File: config.mk
export PLATFORM = sky130hd
export DESIGN_NAME = ultrasonic_echo_ranger
export DESIGN_NICKNAME = d
export VERILOG_FILES = /design/src/hdl/uer_pkg.sv /design/src/hdl/uer_regs.sv /design/src/hdl/uer_dp.sv /design/src/hdl/uer_ctrl.sv /design/src/hdl/ultrasonic_echo_ranger.sv
export SDC_FILE = /design/constraint.sdc
export NUM_CORES = 1
export LEC_CHECK = 0
export ABC_AREA = 1
export BUFFER_PORTS_ARGS = -buffer_cell sky130_fd_sc_hd__clkbuf_2
export CAP_MARGIN = 10
export CORE_ASPECT_RATIO = 1.4
export CORE_UTILIZATION = 30
export CTS_BUF_LIST = sky130_fd_sc_hd__clkbuf_2 sky130_fd_sc_hd__clkbuf_4 sky130_fd_sc_hd__clkbuf_8
export CTS_CLUSTER_DIAMETER = 80
export DETAILED_ROUTE_END_ITERATION = 16
export GPL_TIMING_DRIVEN = 0
export PLACE_DENSITY_LB_ADDON = 0.05
export SYNTH_ARGS = -nofsm -noshare
export SYNTH_HDL_FRONTEND = slang
export SYNTH_HIERARCHICAL = 1
export SYNTH_SLANG_ARGS = --single-unit
File: constraint.sdc
create_clock -name clk -period 5.2 [get_ports clk]
set_input_delay 0.52 -clock clk [delete_from_list [all_inputs] [get_ports clk]]
set_output_delay 0.52 -clock clk [all_outputs]
set_load 0.01 [all_outputs]
File: src/hdl/uer_pkg.sv
package uer_pkg;

	localparam int COUNT_WIDTH_DEF = 16;
	localparam int CFG_WIDTH = 16;
	localparam int DIST_WIDTH = 16;

	localparam logic [CFG_WIDTH-1:0] TRIGGER_TICKS_RST = 16'd30;
	localparam logic [CFG_WIDTH-1:0] TICKS_PER_CM_RST = 16'd116;
	localparam logic [DIST_WIDTH-1:0] DIST_MAX = 16'hFFFF;

	// register index, taken from paddr[2]
	localparam logic REG_TRIGGER_TICKS = 1'b0;
	localparam logic REG_TICKS_PER_CM = 1'b1;

	localparam logic [1:0] STATUS_NONE = 2'd0;
	localparam logic [1:0] STATUS_BUSY = 2'd1;
	localparam logic [1:0] STATUS_VALID = 2'd2;

	typedef enum logic [2:0] {
		PH_READY = 3'd0,
		PH_TRIGGER = 3'd1,
		PH_WAIT = 3'd2,
		PH_MEASURE = 3'd3,
		PH_AVAIL = 3'd4
	} phase_t;

	typedef enum logic [1:0] {
		SEQ_RUN = 2'd0,
		SEQ_DIV = 2'd1,
		SEQ_FIN = 2'd2
	} seq_t;

	typedef struct packed {
		logic step;
		logic trig_load;
		logic trig_inc;
		logic echo_clr;
		logic echo_inc;
		logic div_start;
		logic held_load;
		logic out_load;
		logic out_pin;
		logic out_acc;
		logic [1:0] out_status;
	} cmd_t;

	typedef struct packed {
		logic echo;
		logic start;
		logic echo_rise;
		logic trig_done;
		logic div_busy;
	} sts_t;

endpackage

File: src/hdl/uer_regs.sv
module uer_regs (
	input  logic clk,
	input  logic arst_n,
	input  logic psel,
	input  logic penable,
	input  logic pwrite,
	input  logic [2:0] paddr,
	input  logic [31:0] pwdata,
	output logic [31:0] prdata,
	output logic [uer_pkg::CFG_WIDTH-1:0] trigger_ticks,
	output logic [uer_pkg::CFG_WIDTH-1:0] ticks_per_cm
);
	import uer_pkg::*;

	logic [CFG_WIDTH-1:0] trigger_ticks_q;
	logic [CFG_WIDTH-1:0] ticks_per_cm_q;
	logic wr_en;
	logic reg_idx;

	assign wr_en = psel && penable && pwrite;
	assign reg_idx = paddr[2];

	always_ff @(posedge clk or negedge arst_n) begin
		if (!arst_n) begin
			trigger_ticks_q <= TRIGGER_TICKS_RST;
			ticks_per_cm_q <= TICKS_PER_CM_RST;
		end else if (wr_en) begin
			unique case (reg_idx)
				REG_TRIGGER_TICKS: trigger_ticks_q <= pwdata[CFG_WIDTH-1:0];
				REG_TICKS_PER_CM: ticks_per_cm_q <= pwdata[CFG_WIDTH-1:0];
				default: ;
			endcase
		end
	end

	always_comb begin
		unique case (reg_idx)
			REG_TRIGGER_TICKS: prdata = 32'(trigger_ticks_q);
			REG_TICKS_PER_CM: prdata = 32'(ticks_per_cm_q);
			default: prdata = '0;
		endcase
	end

	assign trigger_ticks = trigger_ticks_q;
	assign ticks_per_cm = ticks_per_cm_q;

endmodule

File: src/hdl/uer_dp.sv
module uer_dp #(
	parameter int COUNT_WIDTH = uer_pkg::COUNT_WIDTH_DEF
) (
	input  logic clk,
	input  logic arst_n,
	input  logic in_echo,
	input  logic in_start,
	input  logic [uer_pkg::CFG_WIDTH-1:0] trigger_ticks,
	input  logic [uer_pkg::CFG_WIDTH-1:0] ticks_per_cm,
	input  uer_pkg::cmd_t cmd,
	output uer_pkg::sts_t sts,
	output logic out_pin,
	output logic out_acc,
	output logic [1:0] out_status,
	output logic [uer_pkg::DIST_WIDTH-1:0] out_dist
);
	import uer_pkg::*;

	localparam int CNTW = $clog2(COUNT_WIDTH + 1);
	localparam int QW = (COUNT_WIDTH > DIST_WIDTH) ? COUNT_WIDTH : DIST_WIDTH;

	logic last_echo_q;
	logic [CFG_WIDTH-1:0] trig_cnt_q;
	logic [COUNT_WIDTH-1:0] echo_cnt_q;
	logic [COUNT_WIDTH-1:0] echo_cnt_inc;
	logic [CFG_WIDTH-1:0] trig_len;

	logic [COUNT_WIDTH-1:0] dvd_q;
	logic [CFG_WIDTH-1:0] rem_q;
	logic [CNTW-1:0] div_cnt_q;
	logic [CFG_WIDTH:0] rem_sh;
	logic [CFG_WIDTH:0] rem_nx;
	logic quo_bit;
	logic [QW-1:0] quo_ext;
	logic [DIST_WIDTH-1:0] dist_nx;

	logic [DIST_WIDTH-1:0] held_q;
	logic pin_q;
	logic acc_q;
	logic [1:0] status_q;
	logic [DIST_WIDTH-1:0] dist_q;

	assign trig_len = (trigger_ticks == '0) ? CFG_WIDTH'(1) : trigger_ticks;
	assign echo_cnt_inc = (echo_cnt_q == '1) ? echo_cnt_q : echo_cnt_q + COUNT_WIDTH'(1);

	always_ff @(posedge clk or negedge arst_n) begin
		if (!arst_n) begin
			last_echo_q <= 1'b0;
		end else if (cmd.step) begin
			last_echo_q <= in_echo;
		end
	end

	always_ff @(posedge clk) begin
		if (cmd.trig_load) begin
			trig_cnt_q <= CFG_WIDTH'(1);
		end else if (cmd.trig_inc) begin
			trig_cnt_q <= trig_cnt_q + CFG_WIDTH'(1);
		end
		if (cmd.echo_clr) begin
			echo_cnt_q <= '0;
		end else if (cmd.echo_inc) begin
			echo_cnt_q <= echo_cnt_inc;
		end
	end

	// restoring divider, one quotient bit a cycle
	assign rem_sh = {rem_q, dvd_q[COUNT_WIDTH-1]};
	assign quo_bit = rem_sh >= {1'b0, ticks_per_cm};
	assign rem_nx = quo_bit ? rem_sh - {1'b0, ticks_per_cm} : rem_sh;

	always_ff @(posedge clk or negedge arst_n) begin
		if (!arst_n) begin
			div_cnt_q <= '0;
		end else if (cmd.div_start) begin
			div_cnt_q <= CNTW'(COUNT_WIDTH);
		end else if (div_cnt_q != '0) begin
			div_cnt_q <= div_cnt_q - CNTW'(1);
		end
	end

	always_ff @(posedge clk) begin
		if (cmd.div_start) begin
			dvd_q <= echo_cnt_inc;
			rem_q <= '0;
		end else if (div_cnt_q != '0) begin
			dvd_q <= {dvd_q[COUNT_WIDTH-2:0], quo_bit};
			rem_q <= rem_nx[CFG_WIDTH-1:0];
		end
	end

	assign quo_ext = QW'(dvd_q);
	assign dist_nx = (ticks_per_cm == '0 || quo_ext > QW'(DIST_MAX)) ? DIST_MAX
		: quo_ext[DIST_WIDTH-1:0];

	always_ff @(posedge clk or negedge arst_n) begin
		if (!arst_n) begin
			held_q <= '0;
		end else if (cmd.held_load) begin
			held_q <= dist_nx;
		end
	end

	always_ff @(posedge clk) begin
		if (cmd.out_load) begin
			pin_q <= cmd.out_pin;
			acc_q <= cmd.out_acc;
			status_q <= cmd.out_status;
			dist_q <= (cmd.out_status == STATUS_VALID) ? held_q : '0;
		end
	end

	assign sts.echo = in_echo;
	assign sts.start = in_start;
	assign sts.echo_rise = in_echo && !last_echo_q;
	assign sts.trig_done = trig_cnt_q >= trig_len;
	assign sts.div_busy = div_cnt_q != '0;

	assign out_pin = pin_q;
	assign out_acc = acc_q;
	assign out_status = status_q;
	assign out_dist = dist_q;

endmodule

File: src/hdl/uer_ctrl.sv
module uer_ctrl (
	input  logic clk,
	input  logic arst_n,
	input  logic in_valid,
	output logic in_ready,
	output logic out_valid,
	input  logic out_ready,
	input  uer_pkg::sts_t sts,
	output uer_pkg::cmd_t cmd
);
	import uer_pkg::*;

	seq_t seq_q, seq_d;
	phase_t phase_q, phase_d;
	logic out_valid_q;
	logic accept;

	assign in_ready = (seq_q == SEQ_RUN) && (!out_valid_q || out_ready);
	assign accept = in_valid && in_ready;

	always_ff @(posedge clk or negedge arst_n) begin
		if (!arst_n) begin
			seq_q <= SEQ_RUN;
			phase_q <= PH_READY;
			out_valid_q <= 1'b0;
		end else begin
			seq_q <= seq_d;
			phase_q <= phase_d;
			if (cmd.out_load) begin
				out_valid_q <= 1'b1;
			end else if (out_ready) begin
				out_valid_q <= 1'b0;
			end
		end
	end

	always_comb begin
		seq_d = seq_q;
		phase_d = phase_q;
		cmd = '0;
		unique case (seq_q)
			SEQ_RUN: begin
				if (accept) begin
					cmd.step = 1'b1;
					if (sts.start && (phase_q == PH_READY || phase_q == PH_AVAIL)) begin
						cmd.out_acc = 1'b1;
						cmd.out_pin = 1'b1;
						cmd.trig_load = 1'b1;
						phase_d = PH_TRIGGER;
					end else begin
						unique case (phase_q)
							PH_TRIGGER: begin
								if (sts.trig_done) begin
									phase_d = PH_WAIT;
								end else begin
									cmd.out_pin = 1'b1;
									cmd.trig_inc = 1'b1;
								end
							end
							PH_WAIT: begin
								if (sts.echo_rise) begin
									cmd.echo_clr = 1'b1;
									phase_d = PH_MEASURE;
								end
							end
							PH_MEASURE: begin
								cmd.echo_inc = 1'b1;
								if (!sts.echo) begin
									cmd.div_start = 1'b1;
									phase_d = PH_AVAIL;
									seq_d = SEQ_DIV;
								end
							end
							PH_AVAIL: ;
							default: phase_d = PH_READY;
						endcase
					end
					cmd.out_load = (seq_d == SEQ_RUN);
					unique case (phase_d)
						PH_READY: cmd.out_status = STATUS_NONE;
						PH_AVAIL: cmd.out_status = STATUS_VALID;
						default: cmd.out_status = STATUS_BUSY;
					endcase
				end
			end
			SEQ_DIV: begin
				if (!sts.div_busy) begin
					cmd.held_load = 1'b1;
					seq_d = SEQ_FIN;
				end
			end
			SEQ_FIN: begin
				cmd.out_load = 1'b1;
				cmd.out_status = STATUS_VALID;
				seq_d = SEQ_RUN;
			end
			default: seq_d = SEQ_RUN;
		endcase
	end

	assign out_valid = out_valid_q;

endmodule

File: src/hdl/ultrasonic_echo_ranger.sv
// ultrasonic echo ranger: times the echo pulse of an ultrasonic sensor
// each transfer on the s_axis channel is one timer tick carrying the sampled
// echo level and a start request; each tick yields exactly one transfer on
// m_axis with the trigger pin level, start accepted flag, status and distance
// a start is taken when idle or when a result is shown; the trigger pin is
// then high for trigger_ticks ticks (one tick if it is 0); the echo pulse is counted
// from its rising to its falling edge and the count is divided by ticks_per_cm
// apb registers: 0x0 trigger_ticks, 0x4 ticks_per_cm (16 bit each)
// output: a tick's result is registered and shows in the cycle after its
// transfer; a tick with the falling echo edge starts a restoring divider of
// COUNT_WIDTH quotient bits, and its result is loaded through SEQ_DIV, then SEQ_FIN
// throughput: one tick per cycle unless m_axis stalls, and none during the division
// m_axis has a one-deep output register; a new tick is taken while the
// register is empty or drained in the same cycle, so a stalled receiver holds
// the result stable and stops input after one tick
// reset: idle, no result, held distance 0, registers at 30 and 116
module ultrasonic_echo_ranger #(
	parameter int COUNT_WIDTH = uer_pkg::COUNT_WIDTH_DEF
) (
	input  logic clk,
	input  logic arst_n,
	input  logic s_axis_tvalid,
	output logic s_axis_tready,
	input  logic [7:0] s_axis_tdata,  // echo_level, start_request
	output logic m_axis_tvalid,
	input  logic m_axis_tready,
	output logic [23:0] m_axis_tdata, // trigger_pin, start_accepted, status, distance_cm
	input  logic psel,
	input  logic penable,
	input  logic pwrite,
	input  logic [2:0] paddr,
	input  logic [31:0] pwdata,
	output logic [31:0] prdata,
	output logic pready
);
	import uer_pkg::*;

	cmd_t cmd;
	sts_t sts;
	logic [CFG_WIDTH-1:0] trigger_ticks;
	logic [CFG_WIDTH-1:0] ticks_per_cm;
	logic out_pin;
	logic out_acc;
	logic [1:0] out_status;
	logic [DIST_WIDTH-1:0] out_dist;

	assign pready = 1'b1;

	uer_regs u_regs (
		.clk(clk),
		.arst_n(arst_n),
		.psel(psel),
		.penable(penable),
		.pwrite(pwrite),
		.paddr(paddr),
		.pwdata(pwdata),
		.prdata(prdata),
		.trigger_ticks(trigger_ticks),
		.ticks_per_cm(ticks_per_cm)
	);

	uer_ctrl u_ctrl (
		.clk(clk),
		.arst_n(arst_n),
		.in_valid(s_axis_tvalid),
		.in_ready(s_axis_tready),
		.out_valid(m_axis_tvalid),
		.out_ready(m_axis_tready),
		.sts(sts),
		.cmd(cmd)
	);

	uer_dp #(
		.COUNT_WIDTH(COUNT_WIDTH)
	) u_dp (
		.clk(clk),
		.arst_n(arst_n),
		.in_echo(s_axis_tdata[0]),
		.in_start(s_axis_tdata[1]),
		.trigger_ticks(trigger_ticks),
		.ticks_per_cm(ticks_per_cm),
		.cmd(cmd),
		.sts(sts),
		.out_pin(out_pin),
		.out_acc(out_acc),
		.out_status(out_status),
		.out_dist(out_dist)
	);

	assign m_axis_tdata = {4'b0, out_dist, out_status, out_acc, out_pin};

endmodule

==> reports/qor.txt <==
Final Net Count = 1,321
Hold buffers post-CTS = 1
Synth area leaders = dfrtp_1 (15%), nand2_1 (14%), edfxtp_1 (13%), dfxtp_1 (11%), inv_1 (7.3%)
Max cap viols = 0
Number of global-route vias before repair = 7,033
Remaining global-route overflow = 0
Initial Utilization = 0.306
Worst hold stages = 3
Synth top area share = 0.154
Asr flop ratio synth = 0.417
Worst Hold Class = in2reg
Clock sink count = 144
Final worst path period need = 3.60 ns
Starting DRC count in detailed routing = 278
Core area = 27,700 µm²
Final hold violations = 0
Pin count of the biggest net entering global routing = 59
Crit share post-route = 0.692
Multi-input gate area = 3980 µm²
Most common cell after layout, fill and taps aside = nand2_1
Clk_skew = 0.0185 ns
Die X = 144 µm
Worst setup EP type = register
CTS clk-pin slew, worst paths = 0.08 ns
Arrival time at the worst endpoint = 3.96 ns
Antenna violations before repair = 0
# fillers = 3,043
Area delta synth->final = 16.3%
Syn. warnings = 6
Clock root buffer = clkbuf_8
Mapped Cells = 1,133
R2r setup slk = 1.60 ns
Final setup violating endpoints = 0
Top-level I/O count = 109
Site Rows = 72
Slew of the pin with the lowest slew margin = 0.576 ns
Worst path required time = 5.56 ns
FMAX = 278 MHz
RSZ-0062 raised after global routing = no
CTS resizes = 0
Drt via density = 4.42
Cell taking the most area after synthesis = dfrtp_1
Avg WL per Cell = 14.5 µm
Sum of negative setup slack = 0 ns
Flops & latches, synth = 144
Hold Path Sink = u_dp/last_echo_q
Total wire length = 23,500 µm
Chip Height = 201 µm
Leak = 5.02 nW
Result of the run = complete, no violations
FF/Latch Area = 3550 µm²
Yosys cell types = 51
Critical setup path kind = reg2reg
Skew-Pair Late Insertion Delay = 0.48 ns
GRT Total Usage = 0.174
Fin cells = 1,617
Number of flops mapped to enable cells by yosys = 36
Number of buffers added for setup after CTS = 0
Vias = 7,140
Worst R2R Start = u_regs/trigger_ticks[14]
Total iterations of the first detailed-routing run = 5
Rel. slew slack = 0.615
Top_reg_cell synth = dfrtp_1
Fraction of layout cells with a size suffix above 1 = 0.148
Register area share after synthesis = 0.420
Reg2Reg Depth = 23
# DRC = 0
Crit-path max FO = 4
Placed cell count = 1,584
I/O Buffers = 61
Startpoint types = register
Hpwl dp = 18,400 µm
CTS Buf Count = 17
VDD IR max = 200 µV
H-tree depth = 4
DIE AREA = 28,900 µm²
Final GP Congestion = 0.847
Fin. max-slew vios = 0
DRT antenna net count = 0
N_diodes = 0
Power Dens Cells = 548 nW/µm²
First-pass GRT wire length = 38,100 µm
Hold_sp = s_axis_tdata[0]
Syn Area/Cell = 7.47 µm²
Commonest non-fill, non-tap cells in the layout = nand2_1 (316), inv_1 (165), nor2_1 (95), nand3_1 (93), clkbuf_2 (60)
Synth Cell Area = 8460 µm²
TritonCTS clock tree = yes
Worst-case clock buffer depth = 2
R2r endpoint = u_dp/trig_cnt_q[13]
## per-stage QoR
step / area [µm²] / setup WS [ns] / hold WS (ns) / util / power, W
2_1_floorplan: 8530 / 2.42 / 0.224 / - / 0.00366
3_3_place_gp: 9290 / 1.51 / 0.464 / 0.336 / 0.00433
3_5_place_dp: 9340 / 1.52 / 0.350 / 0.338 / 0.00434
4_1_cts: 9840 / 1.50 / 0.259 / 0.356 / 0.00550
5_1_grt: 9840 / 1.18 / 0.273 / 0.356 / 0.00594
6_report: 9840 / 1.60 / 0.292 / 0.356 / 0.00540
## cells in the mapped netlist (all sizes together), types with 2 or more instances
cell type  number
a21oi          46
a31oi          16
and2            2
buf            40
clkbuf         16
conb            3
dfrtp          52
dfstp           8
dfxtp          48
edfxtp         36
ha             36
inv           171
nand2         321
nand3          98
nand3b         12
nand4          16
nor2          109
nor3           11
nor4            7
o211ai          2
o21a            2
o21ai          58
xnor2           8
xor2            6
## worst max path at each step
stage	startpoint	end	slack, ns
2_1_floorplan	u_regs/trigger_ticks[14]	u_dp/trig_cnt_q[13]	2.42
3_3_place_gp	m_axis_tready	u_dp/out_status[1]	1.51
3_5_place_dp	u_regs/trigger_ticks[14]	u_dp/trig_cnt_q[13]	1.52
4_1_cts	u_regs/trigger_ticks[14]	u_dp/trig_cnt_q[13]	1.50
5_1_grt	u_regs/trigger_ticks[14]	u_dp/trig_cnt_q[13]	1.18
6_report	u_regs/trigger_ticks[14]	u_dp/trig_cnt_q[13]	1.60
## critical path, cell delays in order, from the launching register on
cell      delay, ns
dfrtp_1        0.41
inv_1          0.10
nand4_1        0.09
nor3_1         0.20
a41o_1         0.23
ha_1           0.15
inv_1          0.04
a21oi_1        0.10
o21ai_0        0.08
nand2_1        0.07
o211ai_1       0.09
nand2_1        0.07
nand3_1        0.16
inv_1          0.09
nand4_1        0.17
nor2_1         0.29
nand2_1        0.13
nor2_2         0.14
nand2_1        0.10
nor2_1         0.13
nand3_1        0.17
nor3_1         0.26
xor2_1         0.17
nor2_1         0.05
## layer usage
metal / up-vias / track usage / routed length [µm]
li1: 3794 / - / -
met1: 3233 / 0.214 / 10700
met2: 92 / 0.300 / 11800
met3: 21 / 0.0274 / 549
met4: 0 / 0.0631 / 424
met5: - / 0 / 0
## power breakdown
part / internal, W / total (W) / leakage [nW] / switching (W)
combinational: 0.000902 / 0.00236 / 3.33 / 0.00146
sequential: 0.00161 / 0.00192 / 1.45 / 0.000307
clock: 0.000642 / 0.00111 / 0.243 / 0.000470
total: 0.00316 / 0.00540 / 5.02 / 0.00224
## registers in the layout, summed over array words and instances (netlist names), 16 cells and up
| register | cells |
|---|---|
| u_dp/dvd_q | 16 |
| u_dp/echo_cnt_q | 16 |
| u_dp/held_q | 16 |
| u_dp/out_dist | 16 |
| u_dp/rem_q | 16 |
| u_dp/trig_cnt_q | 16 |
| u_regs/ticks_per_cm | 16 |
| u_regs/trigger_ticks | 16 |
## cells by family after synthesis
logic type	count (synthesis)	share of synthesized area
xor+xnor	14	0.0154
compound gates	130	0.0852
buf+inv	227	0.118
fa+ha+maj	37	0.0556
flops	144	0.420
simple gates	578	0.304
other cells	3	0.00133
## final cells by class
type,count,area share
clock buffers,20,0.0261
multi-input cells,780,0.404
plain buffers,56,0.0362
clock inverters,12,0.0235
repair buffers,64,0.0366
well taps,370,0.0470
flip-flops and latches,144,0.361
inverters,171,0.0655
(Power assumes the default switching activity.)
